File: config.mk
export PLATFORM = sky130hd
export DESIGN_NAME = keyed_target_list
export DESIGN_NICKNAME = d
export VERILOG_FILES = /design/src/design/ktl_pkg.sv /design/src/design/kt_front.sv /design/src/design/kt_queue.sv /design/src/design/kt_back.sv /design/src/design/keyed_target_list.sv
export SDC_FILE = /design/constraint.sdc
export NUM_CORES = 1
export LEC_CHECK = 0
export BUFFER_PORTS_ARGS = -buffer_cell sky130_fd_sc_hd__buf_4
export CORE_UTILIZATION = 35
export DETAILED_ROUTE_END_ITERATION = 12
export GPL_TIMING_DRIVEN = 0
export PLACE_DENSITY = 0.49
export SLEW_MARGIN = 20
export SYNTH_ARGS = -nofsm -noshare
export SYNTH_HDL_FRONTEND = slang
export SYNTH_SLANG_ARGS = --single-unit
export TNS_END_PERCENT = 30
File: constraint.sdc
create_clock -name clk -period 6.3 [get_ports clk]
set_input_delay 0.315 -clock clk [delete_from_list [all_inputs] [get_ports clk]]
set_output_delay 0.315 -clock clk [all_outputs]
set_load 0.05 [all_outputs]
File: src/design/ktl_pkg.sv
`default_nettype none

package ktl_pkg;

    localparam int CAPACITY_DEFAULT = 16;
    localparam int QUEUE_DEPTH      = 2;

    localparam int FUNC_W = 3;
    localparam int SEG_W  = 15;
    localparam int SIDE_W = 3;
    localparam int IDX_W  = 5;
    localparam int OUT_W  = 5;

    localparam logic [FUNC_W-1:0] FUNC_ADD     = 3'd0;
    localparam logic [FUNC_W-1:0] FUNC_DEL_IDX = 3'd1;
    localparam logic [FUNC_W-1:0] FUNC_DEL_KEY = 3'd2;
    localparam logic [FUNC_W-1:0] FUNC_DEL_SEG = 3'd3;
    localparam logic [FUNC_W-1:0] FUNC_FIND    = 3'd4;
    localparam logic [FUNC_W-1:0] FUNC_RENAME  = 3'd5;
    localparam logic [FUNC_W-1:0] FUNC_CLEAR   = 3'd6;

    typedef enum logic [2:0] {
        OP_ADD,
        OP_DEL_IDX,
        OP_DEL_KEY,
        OP_DEL_SEG,
        OP_FIND,
        OP_RENAME,
        OP_CLEAR,
        OP_NOP
    } op_t;

    typedef struct packed {
        op_t               op;
        logic [SEG_W-1:0]  seg;
        logic [SIDE_W-1:0] side;
        logic              idx_last;
        logic [IDX_W-2:0]  idx;
        logic [SEG_W-1:0]  new_seg;
    } cmd_t;

    typedef enum logic [1:0] {
        BK_IDLE,
        BK_EXEC,
        BK_DONE
    } bk_state_t;

endpackage

`default_nettype wire

File: src/design/kt_front.sv
`default_nettype none

module kt_front (
    input  wire logic                       req_valid,
    output logic                            req_ready,
    input  wire logic [ktl_pkg::FUNC_W-1:0] func,
    input  wire logic [ktl_pkg::SEG_W-1:0]  segment,
    input  wire logic [ktl_pkg::SIDE_W-1:0] side,
    input  wire logic [ktl_pkg::IDX_W-1:0]  index,
    input  wire logic [ktl_pkg::SEG_W-1:0]  new_segment,
    input  wire logic                       q_full,
    output logic                            q_push,
    output ktl_pkg::cmd_t                   q_cmd
);
    import ktl_pkg::*;

    op_t op;

    always_comb
    begin
        case (func)
            FUNC_ADD:     op = OP_ADD;
            FUNC_DEL_IDX: op = OP_DEL_IDX;
            FUNC_DEL_KEY: op = OP_DEL_KEY;
            FUNC_DEL_SEG: op = OP_DEL_SEG;
            FUNC_FIND:    op = OP_FIND;
            FUNC_RENAME:  op = OP_RENAME;
            FUNC_CLEAR:   op = OP_CLEAR;
            default:      op = OP_NOP;
        endcase
    end

    // any negative index selects the last entry
    always_comb
    begin
        q_cmd.op       = op;
        q_cmd.seg      = segment;
        q_cmd.side     = side;
        q_cmd.idx_last = index[IDX_W-1];
        q_cmd.idx      = index[IDX_W-2:0];
        q_cmd.new_seg  = new_segment;
    end

    assign req_ready = !q_full;
    assign q_push    = req_valid && !q_full;

endmodule

`default_nettype wire

File: src/design/kt_queue.sv
`default_nettype none

module kt_queue (
    input  wire logic          clk,
    input  wire logic          rst_n,
    input  wire logic          push,
    input  wire ktl_pkg::cmd_t push_cmd,
    output logic               full,
    input  wire logic          pop,
    output ktl_pkg::cmd_t      head_cmd,
    output logic               empty
);
    import ktl_pkg::*;

    localparam int PW = (QUEUE_DEPTH > 1) ? $clog2(QUEUE_DEPTH) : 1;
    localparam int NW = $clog2(QUEUE_DEPTH + 1);

    cmd_t            slot_reg [QUEUE_DEPTH];
    logic [PW-1:0]   wr_ptr_reg, wr_ptr_next;
    logic [PW-1:0]   rd_ptr_reg, rd_ptr_next;
    logic [NW-1:0]   fill_reg, fill_next;
    logic            do_push, do_pop;

    assign full     = (fill_reg == NW'(QUEUE_DEPTH));
    assign empty    = (fill_reg == '0);
    assign head_cmd = slot_reg[rd_ptr_reg];
    assign do_push  = push && !full;
    assign do_pop   = pop && !empty;

    always_comb
    begin
        wr_ptr_next = wr_ptr_reg;
        rd_ptr_next = rd_ptr_reg;
        fill_next   = fill_reg;
        if (do_push)
        begin
            wr_ptr_next = (wr_ptr_reg == PW'(QUEUE_DEPTH - 1)) ? '0 : wr_ptr_reg + PW'(1);
        end
        if (do_pop)
        begin
            rd_ptr_next = (rd_ptr_reg == PW'(QUEUE_DEPTH - 1)) ? '0 : rd_ptr_reg + PW'(1);
        end
        if (do_push && !do_pop)
        begin
            fill_next = fill_reg + NW'(1);
        end
        else if (do_pop && !do_push)
        begin
            fill_next = fill_reg - NW'(1);
        end
    end

    always_ff @(posedge clk or negedge rst_n)
    begin
        if (!rst_n)
        begin
            wr_ptr_reg <= '0;
            rd_ptr_reg <= '0;
            fill_reg   <= '0;
        end
        else
        begin
            wr_ptr_reg <= wr_ptr_next;
            rd_ptr_reg <= rd_ptr_next;
            fill_reg   <= fill_next;
        end
    end

    always_ff @(posedge clk)
    begin
        if (do_push)
        begin
            slot_reg[wr_ptr_reg] <= push_cmd;
        end
    end

endmodule

`default_nettype wire

File: src/design/kt_back.sv
`default_nettype none

module kt_back #(
    parameter int CAPACITY = ktl_pkg::CAPACITY_DEFAULT
) (
    input  wire logic                      clk,
    input  wire logic                      rst_n,
    input  wire logic                      q_empty,
    input  wire ktl_pkg::cmd_t             q_cmd,
    output logic                           q_pop,
    output logic                           rsp_valid,
    input  wire logic                      rsp_ready,
    output logic [ktl_pkg::OUT_W-1:0]      count,
    output logic [ktl_pkg::OUT_W-1:0]      position,
    output logic                           hit
);
    import ktl_pkg::*;

    localparam int IW = (CAPACITY > 1) ? $clog2(CAPACITY) : 1;
    localparam int CW = $clog2(CAPACITY + 1);

    logic [SEG_W-1:0]  seg_reg  [CAPACITY];
    logic [SIDE_W-1:0] side_reg [CAPACITY];

    bk_state_t         state_reg, state_next;
    logic [CW-1:0]     count_reg, count_next;
    cmd_t              cmd_reg;
    logic [IW-1:0]     ptr_reg, ptr_next;
    logic [IW-1:0]     pos_reg, pos_next;
    logic              found_reg, found_next;

    logic              rsp_valid_reg, rsp_valid_next;
    logic [OUT_W-1:0]  rsp_count_reg, rsp_position_reg;
    logic              rsp_hit_reg;

    logic [CAPACITY-1:0] match;
    logic              at_last;
    logic              exec_done;
    logic              load_cmd;
    logic              rsp_load;
    logic              rm_en;
    logic [IW-1:0]     rm_pos;
    logic              wr_seg_en, wr_side_en;
    logic [IW-1:0]     wr_idx;
    logic [SEG_W-1:0]  wr_seg;

    // per-entry key compare, side ignored for segment-wide operations
    always_comb
    begin
        for (int k = 0; k < CAPACITY; k++)
        begin
            match[k] = (CW'(k) < count_reg) && (seg_reg[k] == cmd_reg.seg) &&
                       (cmd_reg.op == OP_DEL_SEG || cmd_reg.op == OP_RENAME ||
                        side_reg[k] == cmd_reg.side);
        end
    end

    assign at_last = (ptr_reg == IW'(count_reg - CW'(1)));

    always_comb
    begin
        state_next = state_reg;
        case (state_reg)
            BK_IDLE:
            begin
                if (!q_empty)
                begin
                    state_next = BK_EXEC;
                end
            end
            BK_EXEC:
            begin
                if (exec_done)
                begin
                    state_next = BK_DONE;
                end
            end
            BK_DONE:
            begin
                if (!rsp_valid_reg || rsp_ready)
                begin
                    state_next = BK_IDLE;
                end
            end
            default:
            begin
                state_next = BK_IDLE;
            end
        endcase
    end

    always_comb
    begin
        int del_i;
        logic del_ok;

        del_i      = cmd_reg.idx_last ? int'(count_reg) - 1 : int'(cmd_reg.idx);
        del_ok     = (count_reg != '0) && (del_i < int'(count_reg));

        q_pop      = 1'b0;
        load_cmd   = 1'b0;
        exec_done  = 1'b0;
        rsp_load   = 1'b0;
        rm_en      = 1'b0;
        rm_pos     = ptr_reg;
        wr_seg_en  = 1'b0;
        wr_side_en = 1'b0;
        wr_idx     = ptr_reg;
        wr_seg     = cmd_reg.seg;
        count_next = count_reg;
        ptr_next   = ptr_reg;
        pos_next   = pos_reg;
        found_next = found_reg;

        case (state_reg)
            BK_IDLE:
            begin
                if (!q_empty)
                begin
                    q_pop      = 1'b1;
                    load_cmd   = 1'b1;
                    found_next = 1'b0;
                    ptr_next   = (q_cmd.op == OP_DEL_SEG) ?
                                 IW'(count_reg - CW'(1)) : '0;
                end
            end
            BK_EXEC:
            begin
                case (cmd_reg.op)
                    OP_ADD:
                    begin
                        exec_done = 1'b1;
                        if (count_reg < CW'(CAPACITY))
                        begin
                            wr_seg_en  = 1'b1;
                            wr_side_en = 1'b1;
                            wr_idx     = IW'(count_reg);
                            pos_next   = IW'(count_reg);
                            found_next = 1'b1;
                            count_next = count_reg + CW'(1);
                        end
                    end
                    OP_DEL_IDX:
                    begin
                        exec_done = 1'b1;
                        if (del_ok)
                        begin
                            rm_en      = 1'b1;
                            rm_pos     = IW'(del_i);
                            pos_next   = IW'(del_i);
                            found_next = 1'b1;
                            count_next = count_reg - CW'(1);
                        end
                    end
                    OP_DEL_KEY, OP_FIND:
                    begin
                        if (count_reg == '0)
                        begin
                            exec_done = 1'b1;
                        end
                        else if (match[ptr_reg])
                        begin
                            exec_done  = 1'b1;
                            pos_next   = ptr_reg;
                            found_next = 1'b1;
                            if (cmd_reg.op == OP_DEL_KEY)
                            begin
                                rm_en      = 1'b1;
                                count_next = count_reg - CW'(1);
                            end
                        end
                        else if (at_last)
                        begin
                            exec_done = 1'b1;
                        end
                        else
                        begin
                            ptr_next = ptr_reg + IW'(1);
                        end
                    end
                    OP_RENAME:
                    begin
                        if (count_reg == '0)
                        begin
                            exec_done = 1'b1;
                        end
                        else
                        begin
                            if (match[ptr_reg])
                            begin
                                wr_seg_en  = 1'b1;
                                wr_seg     = cmd_reg.new_seg;
                                found_next = 1'b1;
                                if (!found_reg)
                                begin
                                    pos_next = ptr_reg;
                                end
                            end
                            if (at_last)
                            begin
                                exec_done = 1'b1;
                            end
                            else
                            begin
                                ptr_next = ptr_reg + IW'(1);
                            end
                        end
                    end
                    OP_DEL_SEG:
                    begin
                        // downward scan, so a removal never moves an entry still to visit
                        if (count_reg == '0)
                        begin
                            exec_done = 1'b1;
                        end
                        else
                        begin
                            if (match[ptr_reg])
                            begin
                                rm_en      = 1'b1;
                                count_next = count_reg - CW'(1);
                                found_next = 1'b1;
                                if (!found_reg)
                                begin
                                    pos_next = ptr_reg;
                                end
                            end
                            if (ptr_reg == '0)
                            begin
                                exec_done = 1'b1;
                            end
                            else
                            begin
                                ptr_next = ptr_reg - IW'(1);
                            end
                        end
                    end
                    OP_CLEAR:
                    begin
                        exec_done  = 1'b1;
                        count_next = '0;
                    end
                    default:
                    begin
                        exec_done = 1'b1;
                    end
                endcase
            end
            BK_DONE:
            begin
                rsp_load = !rsp_valid_reg || rsp_ready;
            end
            default:
            begin
            end
        endcase
    end

    always_comb
    begin
        rsp_valid_next = rsp_valid_reg;
        if (rsp_load)
        begin
            rsp_valid_next = 1'b1;
        end
        else if (rsp_ready)
        begin
            rsp_valid_next = 1'b0;
        end
    end

    always_ff @(posedge clk or negedge rst_n)
    begin
        if (!rst_n)
        begin
            state_reg     <= BK_IDLE;
            count_reg     <= '0;
            rsp_valid_reg <= 1'b0;
        end
        else
        begin
            state_reg     <= state_next;
            count_reg     <= count_next;
            rsp_valid_reg <= rsp_valid_next;
        end
    end

    always_ff @(posedge clk)
    begin
        if (load_cmd)
        begin
            cmd_reg <= q_cmd;
        end
        ptr_reg   <= ptr_next;
        pos_reg   <= pos_next;
        found_reg <= found_next;
        if (rsp_load)
        begin
            rsp_count_reg    <= OUT_W'(count_reg);
            rsp_position_reg <= found_reg ? OUT_W'(pos_reg) : '1;
            rsp_hit_reg      <= found_reg;
        end
    end

    // compaction: every entry at or above the removed one, save the top slot, takes its upper neighbor
    always_ff @(posedge clk)
    begin
        for (int k = 0; k < CAPACITY - 1; k++)
        begin
            if (rm_en && (IW'(k) >= rm_pos))
            begin
                seg_reg[k]  <= seg_reg[k + 1];
                side_reg[k] <= side_reg[k + 1];
            end
        end
        for (int k = 0; k < CAPACITY; k++)
        begin
            if (wr_seg_en && (wr_idx == IW'(k)))
            begin
                seg_reg[k] <= wr_seg;
            end
            if (wr_side_en && (wr_idx == IW'(k)))
            begin
                side_reg[k] <= cmd_reg.side;
            end
        end
    end

    assign rsp_valid = rsp_valid_reg;
    assign count     = rsp_count_reg;
    assign position  = rsp_position_reg;
    assign hit       = rsp_hit_reg;

endmodule

`default_nettype wire

File: src/design/keyed_target_list.sv
// path: an accepted word waits in the queue, then the back end moves idle, exec, done
//   and loads the result register; add, delete at index and clear need no scan, while
//   find, delete key, rename and delete segment scan in exec, the back end checking one
//   entry per cycle; a scan of an empty list ends without visiting any entry
// flow: the back end works one word at a time; a two-word queue lets the front keep accepting
// reset: asynchronous, clears the list to empty, the queue and the result valid flag
`default_nettype none

module keyed_target_list #(
    parameter int CAPACITY = ktl_pkg::CAPACITY_DEFAULT
) (
    input  wire logic                       clk,
    input  wire logic                       rst_n,
    input  wire logic                       req_valid,
    output logic                            req_ready,
    input  wire logic [ktl_pkg::FUNC_W-1:0] func,
    input  wire logic [ktl_pkg::SEG_W-1:0]  segment,
    input  wire logic [ktl_pkg::SIDE_W-1:0] side,
    input  wire logic [ktl_pkg::IDX_W-1:0]  index,
    input  wire logic [ktl_pkg::SEG_W-1:0]  new_segment,
    output logic                            rsp_valid,
    input  wire logic                       rsp_ready,
    output logic [ktl_pkg::OUT_W-1:0]       count,
    output logic [ktl_pkg::OUT_W-1:0]       position,
    output logic                            hit
);
    import ktl_pkg::*;

    cmd_t front_cmd;
    cmd_t head_cmd;
    logic q_push, q_full, q_pop, q_empty;

    kt_front u_front (
        .req_valid   (req_valid),
        .req_ready   (req_ready),
        .func        (func),
        .segment     (segment),
        .side        (side),
        .index       (index),
        .new_segment (new_segment),
        .q_full      (q_full),
        .q_push      (q_push),
        .q_cmd       (front_cmd)
    );

    kt_queue u_queue (
        .clk      (clk),
        .rst_n    (rst_n),
        .push     (q_push),
        .push_cmd (front_cmd),
        .full     (q_full),
        .pop      (q_pop),
        .head_cmd (head_cmd),
        .empty    (q_empty)
    );

    kt_back #(
        .CAPACITY (CAPACITY)
    ) u_back (
        .clk       (clk),
        .rst_n     (rst_n),
        .q_empty   (q_empty),
        .q_cmd     (head_cmd),
        .q_pop     (q_pop),
        .rsp_valid (rsp_valid),
        .rsp_ready (rsp_ready),
        .count     (count),
        .position  (position),
        .hit       (hit)
    );

endmodule

`default_nettype wire

# Word-level counts from Yosys, hierarchy flattened
# Memories as Yosys holds them, arrays and structs flattened.
# Cells that the tools add are included.
# totals
inputBits,45
word_cells,528
memories,3
mem_bits_rw,370
output_inout_bits,13
regBits,73
# memory_table
name,words,word_bits,rd,rd_ports_with_merged_regs,wr,line_no,source
u_back.seg_reg,16,15,16,0,15,kt_back.sv:22,logic [SEG_W-1:0] seg_reg [CAPACITY];
u_queue.slot_reg,2,41,1,0,1,kt_queue.sv:18,cmd_t slot_reg [QUEUE_DEPTH];
u_back.side_reg,16,3,16,0,15,kt_back.sv:23,logic [SIDE_W-1:0] side_reg [CAPACITY];
# op_classes
eq_ne,88
add_sub_neg,9
bitwise,30
mux,214
reduce_logical,131
magnitude_cmp,34
# ops
operator,n
15-bit two-way mux,20
15-bit equality test,16
1-bit two-way mux,129
4-bit two-way mux,23
1-bit logical AND,85
3-bit equality test,16
3-bit two-way mux,16
4-bit by 5-bit less-than comparator with 1-bit output (first input constant),8
5-bit two-way mux,8
4-bit equality test (second input constant),8
32-bit by 6-bit less-than comparator with 1-bit output,1
32-bit two-way mux,1
1-bit bitwise OR,30
4-bit >= comparator (first input constant),7
5-bit case mux with 5 select lines,1
3-bit case mux with 7 select lines,1
3-bit by 5-bit less-than comparator with 1-bit output (first input constant),4
3-bit equality test (second input constant),6
1-bit logical OR,18
3-bit != test (second input constant),6
9-bit AND reduction,2
4-bit by 3-bit equality test with 1-bit output (second input constant),4
3-bit by 4-bit >= comparator with 1-bit output (first input constant),4
4-bit case mux with 4 select lines,1
48 further kinds,91

# Longest topological paths before layout
# depth
word_depth,15
depth_mapped,16
depth_no_buf,14

# By module
# Synthesis repeated with hierarchy kept, for this count alone.
# unflattened
hier_cells,1643
hier_area_um2,23199.8
# by_module_without_submodules
module,cells_per_inst,instances,area_per_inst_um2
kt_back,1453,1,19535.0
kt_queue,147,1,3358.2
kt_front,43,1,306.5

# Worst setup path before layout
# Ideal clock, no wire load.
# synth_timing
kind,reg2reg
startpoint,register u_back.count_reg[0]
endpoint,"memory u_back.seg_reg[1][0], enable pin"
slack_ps,781
t_arrival_ps,5088
required_ps,5869
n_path_buf,2
path_stages_with_launch,15
cell_sequence,dfrtp_1 -> buf_2 -> or2_2 -> clkbuf_1 -> nor2_1 -> xnor2_1 -> a21oi_1 -> ha_1 -> o21ai_0 -> a21oi_1 -> o32a_1 -> nor4_4 -> mux2_2 -> nand2b_1 -> o41ai_1
# synth_rtl
element,line_no,source
from (decl),kt_back.sv:26,"logic [CW-1:0] count_reg, count_next;"
from (signal assigned),kt_back.sv:283,count_reg <= count_next;
to (decl),kt_back.sv:22,

==> reports/qor.yml <==
placed_design:
  post-place-cells: 2547
  hpwl_mm: 51.2
  dpl_worst_slack_ps: 2.50
  io_buffers: 54
  place_congestion: 0.892
  placed_cell_area_um2: 24800
clock_tree:
  cts_made_buffers: 52
  cts_root_buffer: "clkbuf_16"
  clk_latency_ps: 610
  clk_pin_slew_ps: 60
  cts_tree: "built"
  cts.path.max_buffers: 3
  clock-sinks: 443
  h-tree-depth: 2
global_routing:
  track_usage_pct: 19.8
  antenna_found_initial: 1
  grt-ovfl-total: 0
  grt_max_degree: 35
  grt_pass1_vias: 14399
  grt_pass1_wl_mm: 96.1
layout:
  num_antenna_cells: 0
  final_core_util_pct: 41.6
  layout.nets: 1846
  fillers: 6046
  fin_cells: 2686
  fin_area_um2: 26900
  largest_reg_flops: 240
  drive_above_1_share_pct: 31.7
  area_growth_pct: 16.8
timing:
  finalCritPeriodShare_pct: 95.1
  finalHoldViolations: 0
  setup_slack_ps: 306
  max_freq_ghz: 0.167
  rsz0062_at_grt: "false"
  layout_min_cycle_time_ps: 5990
  whs_ps: 81.1
  setup_tns_ps: 0
  tightestPinTransition_ps: 1060
  setup_viol: 0
  slew_headroom_pct: 28.5
  finClkSkew_ps: 26.3
  maxSlewViolCount: 0
yosys:
  ys.warnings.count: 0
  synth_area_um2: 23000
  synth_seq_cells: 443
  synth.top_cell.area_share_pct: 56.2
  synthFlopType: "edfxtp_1"
  syn_area_per_cell_um2: 14.2
  synth_cell_type_count: 72
  synthTopCellsByCount: "edfxtp_1, mux2_2, xnor2_1, xor2_1, nand2_1"
  synthCells: 1625
  synth-edff-count: 431
  ys_async_sr_fraction_pct: 2.71
  synth_largest_area_cell: "edfxtp_1"
  synth.most_common_cell: "edfxtp_1"
  synth_nets: 1681
  synth_seq_area_share_pct: 57.5
  synthTopCellsByArea: "edfxtp_1, mux2_2, xnor2_1, xor2_1, dfrtp_1"
worst_setup_path:
  critical_path_buf_inv_count: 6
  worstSetupPathType: "reg -> reg"
  crit_path_max_fanout: 11
  cp_data_required_time_ps: 6640
  crit_chain: "buf_2 -> clkinv_1 -> ha_1 -> inv_1 -> mux2i_1 -> inv_1 -> ha_1 -> o21ai_0 -> a21oi_1 -> o32a_1 -> nor4_4 -> buf_12 -> mux2i_2 -> a21oi_1 -> a21bo_2 -> clkbuf_1 -> mux2_2"
  crit_slowest_cell: "ha_1"
  arrival_ps: 6340
  critPathTopFamily: "buffers and inverters"
  cp_slowest_stage_delay_ps: 590
  cp-start-kind: "register"
  cp-end-kind: "register"
power:
  total_power_mw: 13.1
  seqPwrFrac_pct: 33.9
  powerDensity_nw_per_um2: 487
  p_comb_share_pct: 43.6
  pwr-share-clk_pct: 22.5
  p_sw_mw: 5.31
  p_int_mw: 7.79
  swShare_pct: 40.5
  vdd_drop_max_mv: 0.268
  p_leak_nw: 9.05
routing:
  via_count: 13919
  drc: 0
  first_iter_violations: 881
  post_drt_wl_per_cell_um: 24.6
  postRouteAntennaNets: 0
  totalWireLength_mm: 66.0
  drt-vias-per-instance: 5.18
  drt_pre_antenna_iters: 5
floorplan:
  core_area_um2: 64700
  die_h_um: 258
  rows: 93
  io_pins: 58
  die_w_um: 258
  initial_core_util_pct: 35.6
  dieArea_um2: 66800
status:
  status: "finished clean"
min_path:
  hold_path_class: "in -> reg"
run:
  maxCapViolations: 0
## power groups by stage
stage | registers (mW) | logic [mW] | clock network [mW]
finish | 4.44 | 5.71 | 2.95
detailed placement | 4.50 | 5.63 | 0
floorplan | 4.46 | 3.54 | 0
global placement | 4.51 | 5.49 | 0
CTS | 4.44 | 5.70 | 3.00
global route | 4.49 | 6.10 | 3.11
## final cells by class
type                            instances  area, um^2  share of cell area [%]
Sequential cell                       443       13200                    49.3
Multi-Input combinational cell       1044        9280                    34.5
Clock buffer                           70        1420                    5.28
Tap cell                              855        1070                    3.98
Timing Repair Buffer                  111        1010                    3.76
Buffer                                118         572                    2.13
Clock inverter                         25         220                   0.819
Inverter                               20        75.1                   0.279
## layer usage
metal  part of all wire (%)  track usage (%)  wire (um)  up-vias
met2                     47             32.3      30700      386
met3                    5.0             2.89       3280      107
met1                     45             26.7      29900     6992
met5                      0                0          0        -
met4                    3.2             7.12       2080        0
li1                       -                -          -     6434
## placed cells by master (no fill, tap or decap), types with 11 or more instances in the layout
cell,n
clkbuf_16,53
nor4_1,40
buf_4,63
nor2_1,45
nor3_1,17
nand2_1,56
buf_6,11
nand4_1,29
mux2_2,319
o21ai_0,19
dlygate4sd3_1,43
clkbuf_1,61
a21oi_1,20
xor2_1,151
dfrtp_1,12
xnor2_1,152
inv_1,16
edfxtp_1,431
buf_2,56
nand2b_1,11
a31oi_1,14
## logic make-up (layout without fill, tap and decap cells)
family / Yosys count / in the layout / synth area share [%]
buf+inv: 138 / 344 / 2.80
xor+xnor: 303 / 303 / 11.5
simple gates: 229 / 229 / 5.08
fa+ha+maj: 12 / 12 / 0.674
compound gates: 163 / 163 / 5.79
mux: 337 / 337 / 16.6
flops: 443 / 443 / 57.5
## final timing paths
| path | to | slack [ps] | cells after the start | start |
|---|---|---|---|---|
| worst max-delay path | u_back.seg_reg[13][4] | 310 | 17 | u_back.count_reg[0] |
| worst min-delay path | u_queue.wr_ptr_reg | 80 | 3 | req_valid |
| worst max register to register | u_back.seg_reg[13][4] | 310 | 17 | u_back.count_reg[0] |
| worst min register to register | u_back.side_reg[7][3] | 440 | 0 | u_back.cmd_reg[20] |
| max in group asynchronous | u_back.count_reg[3] | 6010 | 2 | rst_n |
| min in group asynchronous | u_queue.rd_ptr_reg | 90 | 2 | rst_n |
## worst min-delay path, cell delays in order
cell and delay (ps):
buf_4 110, nand2_1 140, xnor2_1 80
## repair_timing
item,in CTS,in global routing
pin swaps,0,1
endpoints found under the setup margin,12,186
hold buffers,43,0
buffers inserted,0,1
gates resized for setup,1,4
cloned,0,0
hold endpoints to repair,95,0
Power figures use the tool's default switching activity.
